$ cat src/rtl/core/vcc_pkg.sv
// Shared types and constants for the clamped-border 3D convolution block.
`timescale 1ns / 1ps

package vcc_pkg;

   // Field widths of the request and response payloads
   localparam int KIND_W   = 2;
   localparam int POS_W    = 5;
   localparam int SAMPLE_W = 16;
   localparam int OUT_W    = 38;

   // Configuration register widths
   localparam int SIZE_W   = 6;
   localparam int TAPS_W   = 3;
   localparam int CSR_IDX_W  = 3;
   localparam int CSR_DATA_W = 6;

   // Request kinds
   localparam logic [KIND_W-1:0] KIND_TAP   = 2'd0;
   localparam logic [KIND_W-1:0] KIND_VOXEL = 2'd1;
   localparam logic [KIND_W-1:0] KIND_QUERY = 2'd2;

   // Configuration register indexes
   localparam logic [CSR_IDX_W-1:0] CSR_VOL_X  = 3'd0;
   localparam logic [CSR_IDX_W-1:0] CSR_VOL_Y  = 3'd1;
   localparam logic [CSR_IDX_W-1:0] CSR_VOL_Z  = 3'd2;
   localparam logic [CSR_IDX_W-1:0] CSR_TAPS_X = 3'd3;
   localparam logic [CSR_IDX_W-1:0] CSR_TAPS_Y = 3'd4;
   localparam logic [CSR_IDX_W-1:0] CSR_TAPS_Z = 3'd5;

   // Register reset values
   localparam logic [SIZE_W-1:0] VOL_RESET  = 6'd32;
   localparam logic [TAPS_W-1:0] TAPS_RESET = 3'd1;

   // Saturation limits of the result
   localparam logic signed [OUT_W-1:0] SUM_MAX = {1'b0, {(OUT_W-1){1'b1}}};
   localparam logic signed [OUT_W-1:0] SUM_MIN = {1'b1, {(OUT_W-1){1'b0}}};

   typedef struct packed {
      logic [KIND_W-1:0]          kind;
      logic [POS_W-1:0]           pos_x;
      logic [POS_W-1:0]           pos_y;
      logic [POS_W-1:0]           pos_z;
      logic signed [SAMPLE_W-1:0] sample;
   } req_type;

   typedef struct packed {
      logic signed [OUT_W-1:0] filtered;
      logic                    in_range;
   } rsp_type;

   // Effective (bounded) configuration
   typedef struct packed {
      logic [SIZE_W-1:0] vol_x;
      logic [SIZE_W-1:0] vol_y;
      logic [SIZE_W-1:0] vol_z;
      logic [TAPS_W-1:0] taps_x;
      logic [TAPS_W-1:0] taps_y;
      logic [TAPS_W-1:0] taps_z;
   } cfg_type;

   // Controller to datapath
   typedef struct packed {
      logic wr_tap;
      logic wr_vox;
      logic start;
      logic issue;
      logic load_rsp;
   } cmd_type;

   // Datapath to controller
   typedef struct packed {
      logic req_inside;
      logic last_tap;
      logic busy;
      logic out_free;
   } status_type;

endpackage

$ cat src/rtl/core/vcc_csr.sv
// Configuration registers and their bounding to the supported ranges.
`timescale 1ns / 1ps

module vcc_csr import vcc_pkg::*; #(
   parameter int VOL_EDGE_MAX = 32,
   parameter int KER_EDGE_MAX = 5
) (
   input  logic                  clock,
   input  logic                  reset,
   input  logic                  wr_en,
   input  logic [CSR_IDX_W-1:0]  wr_index,
   input  logic [CSR_DATA_W-1:0] wr_data,
   output cfg_type               cfg
);

   logic [SIZE_W-1:0] vol_x_ff, vol_y_ff, vol_z_ff;
   logic [TAPS_W-1:0] taps_x_ff, taps_y_ff, taps_z_ff;

   function automatic logic [SIZE_W-1:0] bound_size(input logic [SIZE_W-1:0] v);
      logic [SIZE_W-1:0] r;
      if (v == '0) begin
         r = SIZE_W'(1);
      end else if (int'(v) > VOL_EDGE_MAX) begin
         r = SIZE_W'(VOL_EDGE_MAX);
      end else begin
         r = v;
      end
      return r;
   endfunction

   function automatic logic [TAPS_W-1:0] bound_taps(input logic [TAPS_W-1:0] v);
      logic [TAPS_W-1:0] r;
      if (v == '0) begin
         r = TAPS_W'(1);
      end else if (int'(v) > KER_EDGE_MAX) begin
         r = TAPS_W'(KER_EDGE_MAX);
      end else begin
         r = v;
      end
      return r;
   endfunction

   // Register writes
   always_ff @(posedge clock) begin
      if (reset) begin
         vol_x_ff  <= VOL_RESET;
         vol_y_ff  <= VOL_RESET;
         vol_z_ff  <= VOL_RESET;
         taps_x_ff <= TAPS_RESET;
         taps_y_ff <= TAPS_RESET;
         taps_z_ff <= TAPS_RESET;
      end else if (wr_en) begin
         case (wr_index)
            CSR_VOL_X:  vol_x_ff  <= wr_data;
            CSR_VOL_Y:  vol_y_ff  <= wr_data;
            CSR_VOL_Z:  vol_z_ff  <= wr_data;
            CSR_TAPS_X: taps_x_ff <= wr_data[TAPS_W-1:0];
            CSR_TAPS_Y: taps_y_ff <= wr_data[TAPS_W-1:0];
            CSR_TAPS_Z: taps_z_ff <= wr_data[TAPS_W-1:0];
            default: ;
         endcase
      end
   end

   // Zero reads as one, oversize reads as the edge maximum
   always_comb begin
      cfg.vol_x  = bound_size(vol_x_ff);
      cfg.vol_y  = bound_size(vol_y_ff);
      cfg.vol_z  = bound_size(vol_z_ff);
      cfg.taps_x = bound_taps(taps_x_ff);
      cfg.taps_y = bound_taps(taps_y_ff);
      cfg.taps_z = bound_taps(taps_z_ff);
   end

endmodule

$ cat config.mk
export PLATFORM = sky130hd
export DESIGN_NAME = vcc_csr
export DESIGN_NICKNAME = d
export VERILOG_FILES = /design/src/rtl/core/vcc_pkg.sv /design/src/rtl/core/vcc_csr.sv
export SDC_FILE = /design/constraint.sdc
export NUM_CORES = 1
export LEC_CHECK = 0
export ABC_AREA = 1
export BUFFER_PORTS_ARGS = -buffer_cell sky130_fd_sc_hd__buf_2
export CORE_UTILIZATION = 55
export DETAILED_ROUTE_END_ITERATION = 16
export PLACE_DENSITY = 0.95
export SYNTH_ARGS = -nofsm -noshare
export SYNTH_HDL_FRONTEND = slang
export SYNTH_SLANG_ARGS = --single-unit
$ cat constraint.sdc
create_clock -name clock -period 2.4 [get_ports clock]
set_clock_uncertainty 0.05 [all_clocks]
set_input_delay 0.48 -clock clock [delete_from_list [all_inputs] [get_ports clock]]
set_output_delay 0.48 -clock clock [all_outputs]
set_load 0.005 [all_outputs]
==> results.md <==
* Status: completed
* FP Rows at 17
* Cell area after layout at 0.00159 mm²
* Total GRT Usage at 0.232
* Post-synth EDFFs at 0
* Detailed-placement wirelength estimate at 2120 µm
* Adder-cell share of the synthesized area at 0
* Vias post-DR at 1405
* Vias per cell at 5.07
* First-pass GRT wire length at 4690 µm
* Number of synthesis warnings at 0
* Fmax at 0.574 GHz
* Cell taking the most area after synthesis: dfxtp_1
* Synth Instances at 216
* Crit-path cells: nor2_1 -> nand3_1 -> a21boi_0 -> buf_2
* Synth top area cells: dfxtp_1, nor2_1, nand3_1
* Hold Violations, Final at 0
* Worst min-delay path class: in2reg
* Die Height at 51.9 µm
* Hold_sp: wr_data[5]
* Slew @ Worst Pin at 637 ps
* Initial antenna violation count at 0
* Setup bufs post-CTS at 0
* CP endpoint kind: primary output
* IO Port Bufs at 38
* Tcrit/Tclk final at 0.725
* Final Util at 0.698
* Synth Area per Inst at 6.34 µm²
* R2R Setup Slk at 1650 ps
* Post-Synthesis Cell Area at 0.00137 mm²
* Clock transition at path regs at 150 ps
* Top cell type's share of synthesized area at 0.395
* CTS resizes at 0
* Gr ovfl total at 0
* Final #Nets at 262
* Antenna cells at 0
* Largest delay share family, worst path: flip-flops
* Die X at 51.9 µm
* Crit Path Max Fanout at 3
* Max-cap violations at 0
* Crit-path slowest cell: dfxtp_1
* VDD IR max at 0.000368 V
* Post-Synth Simple-Gate Area at 0.434
* Top post-synthesis cells by count: nor2_1, nand2_1, nand3_1
* Worst path bufs/invs at 1
* Main combinational cell family by area after synthesis: simple AND/OR/NAND/NOR gates
* CTS tree: done
* Hold Buf Count CTS at 0
* Routed wire per std cell at 10.2 µm
* Setup TNS at 0 ps
* Area Overhead vs Synth at 16.1%
* Synth async-reset ratio at 0
* Vias in the first global route at 1153
* Worst-case clock buffer depth at 2
* Kind of critical path: reg2out
* Pwr Density at 502 mW/mm²
* Crit-path max cell delay at 360 ps
* H-tree levels at 1
* DRT Pass-1 Iters at 4
* Distinct cells, synth at 14
* Max_slew headroom at 0.573
* CTS root buffer: clkbuf_4
* CP required at 1870 ps
* Largest net degree at the start of global routing at 28
* # clock sinks at 27
* Die Area at 0.00269 mm²
* Min cycle time layout at 1740 ps
* Mux share of post-synthesis cell area at 0
* Seq/Total Area, Yosys at 0.395
* Num ports at 39
* Initial Util at 0.601
* Final setup viols at 0
* Max-slew violations at 0
* Routed wire length at 2820 µm
* Share of layout cells above drive strength 1 at 0.209
* Reg2Reg Launch Point: vol_z_ff[5]$_SDFFE_PP1P_
* Min Hold Slack at 347 ps
* RSZ-0062 raised after global routing: false
* Mapped Nets at 228
* Top-count cell post-synth: nor2_1
* Final ANT Viol Nets at 0
* Iteration-0 DRC Markers at 35
* Cell leakage power at 0.755 nW
* Clock Latency Late Sink at 320 ps
* Setup WS pre-CTS at 864 ps
* Compound-cell area share of the yosys netlist at 0.0713
* CP Launch Point: vol_x_ff[2]$_SDFFE_PP0P_
* Number of buffers created by CTS at 3
* Most common flop cell mapped by yosys: dfxtp_1
* FF+latch count, synth at 27
* RePlAce Congestion at 0.795
* Core area at 0.00228 mm²
* Critical path startpoint category: register
* Placed inst area at 0.00156 mm²
* Remaining DRCs at 0
* Final worst slack at 659 ps
* Xor and xnor fraction of the mapped netlist area at 0
* CP arrival at 1210 ps
final timing paths:
check | endpoint | cells past startpoint
hold / removal | vol_x_ff[5]$_SDFFE_PP1P_ | 3
hold reg to reg | vol_z_ff[2]$_SDFFE_PP0P_ | 2
setup reg to reg | vol_z_ff[5]$_SDFFE_PP1P_ | 2
setup / recovery | cfg[24] | 4
power breakdown:
group / switching [mW] / total, mW / internal (mW)
Sequential: 0.0132 / 0.477 / 0.464
Clock: 0.138 / 0.202 / 0.0639
Combinational: 0.0750 / 0.118 / 0.0434
worst reg2reg max path: stages, from the launching register on:
cell and delay, ps:
dfxtp_1 470, nand2_1 90, nand3_1 80
per-stage QoR:
step                cells  power, mW
floorplan             216      0.567
global placement      273      0.601
detailed placement    273      0.605
CTS                   277      0.801
global route          277      0.838
finish                277      0.798
placed cells by master (no fill, tap or decap), drive strengths merged, types with 3 or more instances in the layout:
cell type and instances:
nor2 68, buf 39, nand2 39, nand3 30
dfxtp 27, inv 24, a21oi 6, o21ai 6
a21boi 5, clkbuf 3
layout make-up:
class,count,area (µm²)
inverters,25,93.8
clock buffers,3,22.5
clock inverters,1,7.51
fillers,196,687
flip-flops and latches,27,541
repair buffers,39,198
multi-input cells,154,692
well taps,28,35.0
metal layers:
layer  part of all wire  up-vias  track usage  wire length, µm
li1                   -      734            -                -
met3              0.063        4       0.0292              179
met4              0.011        0       0.0991               32
met2               0.48       54        0.415             1360
met1               0.44      613        0.273             1250
met5                  0        -            0                0
sequential cells by signal, indices dropped and copies added (netlist names):
signal and cells:
vol_y_ff 6, vol_x_ff 6, vol_z_ff 6, taps_x_ff 3
taps_z_ff 3, taps_y_ff 3
cells by family after synthesis:
group,after synthesis
simple gates,137
compound gates,17
flops,27
buf+inv,35
Note: power is estimated with default switching activity, not from simulation.
