[config.mk]
export PLATFORM = sky130hd
export DESIGN_NAME = vcc_ctrl
export DESIGN_NICKNAME = d
export VERILOG_FILES = /design/src/rtl/core/vcc_pkg.sv /design/src/rtl/core/vcc_ctrl.sv
export SDC_FILE = /design/constraint.sdc
export NUM_CORES = 1
export LEC_CHECK = 0
export ABC_AREA = 1
export BUFFER_PORTS_ARGS = -buffer_cell sky130_fd_sc_hd__buf_2
export CELL_PAD_IN_SITES_DETAIL_PLACEMENT = 1
export CELL_PAD_IN_SITES_GLOBAL_PLACEMENT = 1
export CORE_AREA = 2 2 39 41
export DETAILED_ROUTE_END_ITERATION = 8
export DIE_AREA = 0 0 41 43
export GPL_ROUTABILITY_DRIVEN = 0
export PLACE_DENSITY_LB_ADDON = 0.1
export SYNTH_ARGS = -nofsm -noshare
export SYNTH_HDL_FRONTEND = slang
export SYNTH_SLANG_ARGS = --single-unit
[constraint.sdc]
create_clock -name clock -period 3.2 [get_ports clock]
set_clock_uncertainty 0.2 [all_clocks]
set_input_delay 0.16 -clock clock [delete_from_list [all_inputs] [get_ports clock]]
set_output_delay 0.16 -clock clock [all_outputs]
set_load 0.005 [all_outputs]
[src/rtl/core/vcc_pkg.sv]
// Shared types and constants for the clamped-border 3D convolution block.
`timescale 1ns / 1ps

package vcc_pkg;

   // Field widths of the request and response payloads
   localparam int KIND_W   = 2;
   localparam int POS_W    = 5;
   localparam int SAMPLE_W = 16;
   localparam int OUT_W    = 38;

   // Configuration register widths
   localparam int SIZE_W   = 6;
   localparam int TAPS_W   = 3;
   localparam int CSR_IDX_W  = 3;
   localparam int CSR_DATA_W = 6;

   // Request kinds
   localparam logic [KIND_W-1:0] KIND_TAP   = 2'd0;
   localparam logic [KIND_W-1:0] KIND_VOXEL = 2'd1;
   localparam logic [KIND_W-1:0] KIND_QUERY = 2'd2;

   // Configuration register indexes
   localparam logic [CSR_IDX_W-1:0] CSR_VOL_X  = 3'd0;
   localparam logic [CSR_IDX_W-1:0] CSR_VOL_Y  = 3'd1;
   localparam logic [CSR_IDX_W-1:0] CSR_VOL_Z  = 3'd2;
   localparam logic [CSR_IDX_W-1:0] CSR_TAPS_X = 3'd3;
   localparam logic [CSR_IDX_W-1:0] CSR_TAPS_Y = 3'd4;
   localparam logic [CSR_IDX_W-1:0] CSR_TAPS_Z = 3'd5;

   // Register reset values
   localparam logic [SIZE_W-1:0] VOL_RESET  = 6'd32;
   localparam logic [TAPS_W-1:0] TAPS_RESET = 3'd1;

   // Saturation limits of the result
   localparam logic signed [OUT_W-1:0] SUM_MAX = {1'b0, {(OUT_W-1){1'b1}}};
   localparam logic signed [OUT_W-1:0] SUM_MIN = {1'b1, {(OUT_W-1){1'b0}}};

   typedef struct packed {
      logic [KIND_W-1:0]          kind;
      logic [POS_W-1:0]           pos_x;
      logic [POS_W-1:0]           pos_y;
      logic [POS_W-1:0]           pos_z;
      logic signed [SAMPLE_W-1:0] sample;
   } req_type;

   typedef struct packed {
      logic signed [OUT_W-1:0] filtered;
      logic                    in_range;
   } rsp_type;

   // Effective (bounded) configuration
   typedef struct packed {
      logic [SIZE_W-1:0] vol_x;
      logic [SIZE_W-1:0] vol_y;
      logic [SIZE_W-1:0] vol_z;
      logic [TAPS_W-1:0] taps_x;
      logic [TAPS_W-1:0] taps_y;
      logic [TAPS_W-1:0] taps_z;
   } cfg_type;

   // Controller to datapath
   typedef struct packed {
      logic wr_tap;
      logic wr_vox;
      logic start;
      logic issue;
      logic load_rsp;
   } cmd_type;

   // Datapath to controller
   typedef struct packed {
      logic req_inside;
      logic last_tap;
      logic busy;
      logic out_free;
   } status_type;

endpackage

[src/rtl/core/vcc_ctrl.sv]
// Sequencing state machine for writes and queries.
`timescale 1ns / 1ps

module vcc_ctrl import vcc_pkg::*; (
   input  logic              clock,
   input  logic              reset,
   input  logic              req_valid,
   input  logic [KIND_W-1:0] req_kind,
   input  status_type        status,
   output logic              req_stall,
   output cmd_type           cmd
);

   typedef enum logic [3:0] {
      ST_IDLE  = 4'b0001,
      ST_RUN   = 4'b0010,
      ST_DRAIN = 4'b0100,
      ST_DONE  = 4'b1000
   } state_type;

   state_type state_ff, state_in;
   logic      accept;

   assign req_stall = (state_ff != ST_IDLE);
   assign accept    = req_valid && !req_stall;

   // Next state and commands
   always_comb begin
      state_in = state_ff;
      cmd      = '0;
      case (state_ff)
         ST_IDLE: begin
            if (accept) begin
               case (req_kind)
                  KIND_TAP:   cmd.wr_tap = 1'b1;
                  KIND_VOXEL: cmd.wr_vox = 1'b1;
                  KIND_QUERY: begin
                     cmd.start = 1'b1;
                     state_in  = status.req_inside ? ST_RUN : ST_DONE;
                  end
                  default: ;
               endcase
            end
         end
         ST_RUN: begin
            cmd.issue = 1'b1;
            if (status.last_tap) begin
               state_in = ST_DRAIN;
            end
         end
         ST_DRAIN: begin
            if (!status.busy) begin
               state_in = ST_DONE;
            end
         end
         ST_DONE: begin
            if (status.out_free) begin
               cmd.load_rsp = 1'b1;
               state_in     = ST_IDLE;
            end
         end
         default: state_in = ST_IDLE;
      endcase
   end

   always_ff @(posedge clock) begin
      if (reset) begin
         state_ff <= ST_IDLE;
      end else begin
         state_ff <= state_in;
      end
   end

endmodule

==> Implementation_results.wiki <==
{| class="wikitable"
! Metric !! Value
|-
| Total I/O pin count || 15
|-
| Setup Fix Bufs, Post-CTS || 0
|-
| Syn_area_per_cell || 6.16 um^2
|-
| Synthesized-area fraction occupied by adder cells || 0
|-
| Post-route minimum period || 1.53 ns
|-
| Port Buffers || 14
|-
| Worst hold path type || in2reg
|-
| Clock input transition at the sequential cells of the worst setup and hold paths || 0.04 ns
|-
| Status || finished, final reports clean
|-
| Final TNS setup || 0 ns
|-
| Leading cell types in the layout, fill and taps excluded || 14 x sky130_fd_sc_hd__buf_2, 9 x sky130_fd_sc_hd__inv_1, 8 x sky130_fd_sc_hd__nor2_1, 8 x sky130_fd_sc_hd__nand2_1, 6 x sky130_fd_sc_hd__nand3_1
|-
| Clock latency reported for the late side of the worst-skew pair || 0.23 ns
|-
| Die outline area || 0.00176 mm^2
|-
| Maximum clock frequency || 653 MHz
|-
| CTS buffer count || 3
|-
| Total inserted antenna cells || 0
|-
| Simple-gate portion of the synthesized area || 0.602
|-
| Total power after layout || 425 uW
|-
| First-pass detailed-route iteration total || 2
|-
| End-of-flow core utilization || 0.320
|-
| CTS root buf || sky130_fd_sc_hd__clkbuf_4
|-
| Fraction of the yosys area taken by sequential cells || 0.250
|-
| Final std cell area, no fill || 443 um^2
|-
| RSZ-0062 raised after global routing || no
|-
| Total number of placement rows || 14
|-
| Net count, final || 81
|-
| Largest fanout on the critical path || 4
|-
| Initial antenna violation count || 0
|-
| Distinct cell type count after synthesis || 15
|-
| Pin count of the biggest net entering global routing || 7
|-
| DR WL/cell || 9.19 um
|-
| Final worst slack || 1.67 ns
|-
| Tightest hold margin || 0.0504 ns
|-
| Ratio of cells with drive above 1 in the final layout || 0.400
|-
| Via count of the first global-routing pass || 309
|-
| Maximum level of the CTS H-tree || 1
|-
| Placeable Area || 0.00138 mm^2
|-
| Required @ worst endpoint || 2.84 ns
|-
| Detail Route Antenna Nets || 0
|-
| Remaining max-slew budget at the tightest pin || 0.823
|-
| Multiplexer share of the synthesized area || 0
|-
| Placed wire-length estimate after detailed placement || 698 um
|-
| Period utilisation layout || 0.479
|-
| Placed instance area || 410 um^2
|-
| First-pass GRT wire length || 1.20 mm
|-
| Max capacitance violation total || 0
|-
| Residual DRC count || 0
|-
| Largest family of logic cells by synthesized area || simple AND/OR/NAND/NOR gates
|-
| Number of hold violations in the final report || 0
|-
| Most frequent standard cell in the layout excluding fill and tap cells || sky130_fd_sc_hd__buf_2
|-
| Synth Net Count || 61
|-
| Clock Tree Buf Depth || 2
|-
| Data arrival, critical path || 1.17 ns
|-
| Max reg flops || 4
|-
| Synth Area in Compound Gates || 0.0313
|-
| Ys Warns || 0
|-
| Dpl ws || 1.83 ns
|-
| Worst ir drop on vdd || 0.000256 V
|-
| Critical Path Start Type || flip-flop
|-
| Power per unit of standard cell area || 959 mW/mm^2
|-
| Instance count after placement with tap cells included || 82
|-
| Clock sink count || 4
|-
| Die height || 43 um
|-
| Synth Register Bits || 4
|-
| Vias after detailed routing || 366
|-
| Final setup fails || 0
|-
| Non-filler instance count after layout || 86
|-
| Gr usage total || 0.103
|-
| TritonCTS clock tree || yes
|-
| Synthesis-to-layout area growth || 38.3%
|-
| CP Capture Type || output pin
|-
| Synth Area in XOR/XNOR || 0
|-
| Register containing the most flip-flops in the final layout || state_ff
|-
| Mapped Area || 320 um^2
|-
| Synth Instances || 52
|-
| Largest registers ranked by flip-flop count || state_ff: 4 flops
|-
| Via-per-instance ratio || 4.26
|-
| Overall die width || 41 um
|-
| Startpoint-to-endpoint class of the critical path || reg2out
|-
| Grt total ovfl || 0
|-
| Leakage dissipation || 0.251 nW
|-
| Slew at the pin closest to its max-slew limit || 0.265 ns
|-
| Wire length reported by the detailed router || 790 um
|-
| Initial standard-cell utilization of the core || 0.231
|-
| Number of max-slew violations in the final report || 0
|-
| Number of DRC violations after detailed-routing iteration 0 || 2
|}
## worst max-delay path: stages (launching register included)
cell and delay, ns:
sky130_fd_sc_hd__dfxtp_1 0.33, sky130_fd_sc_hd__inv_1 0.05, sky130_fd_sc_hd__nor2_2 0.17, sky130_fd_sc_hd__nand3_1 0.12, sky130_fd_sc_hd__nor3_1 0.13, sky130_fd_sc_hd__buf_2 0.13
## layer usage
metal / up-vias / part of all wire / track usage
met5: - / 0 / 0
met4: 0 / 0.0076 / 0.0800
met3: 2 / 0.095 / 0.0314
met2: 13 / 0.44 / 0.144
met1: 153 / 0.46 / 0.125
li1: 198 / - / -
## logic make-up after synthesis
kind of cell,count (synthesis)
flip-flops,4
buffers and inverters,10
AND/OR/NAND/NOR,36
AO/OA/AOI/OAI,2
## report_power, final
group / switching, mW / leakage [nW] / internal (mW)
logic: 0.166 / 0.204 / 0.0996
clock network: 0.0177 / 0.0138 / 0.0417
registers: 0.0258 / 0.0331 / 0.0740
total: 0.209 / 0.251 / 0.215
## final cells by class
| type | count | area, um^2 |
|---|---|---|
| multi-input combinational | 38 | 203 |
| clock buffer | 3 | 22.5 |
| fill | 189 | 941 |
| sequential | 4 | 80.1 |
| inverter | 10 | 37.5 |
| timing repair buffer | 15 | 80.1 |
| tap | 16 | 20.0 |
## cells in the mapped netlist, drive strengths merged
cell type	count	area (um^2)
dfxtp	4	80.1
inv	10	37.5
a21oi	1	5.00
nand2	11	48.8
o21ai	1	5.00
nor2	13	71.3
nand3	8	50.1
and3	1	6.26
nand4	1	6.26
nor3	2	10.0
## timing repair
action                                  4_1_cts  5_1_grt
resized for setup                             0        0
hold endpoints to repair                      1        0
endpoints found under the setup margin        0        0
hold buffers                                  1        0
## worst paths after layout
check / to / depth (start not counted) / slack (ns) / startpoint
setup reg to reg: state_ff[1] / 6 / 1.85 / state_ff[1]
hold / removal: state_ff[3] / 4 / 0.05 / status[3]
hold reg to reg: state_ff[1] / 2 / 0.35 / state_ff[1]
setup / recovery: cmd[3] / 5 / 1.67 / state_ff[0]
Power figures use the tool's default switching activity.
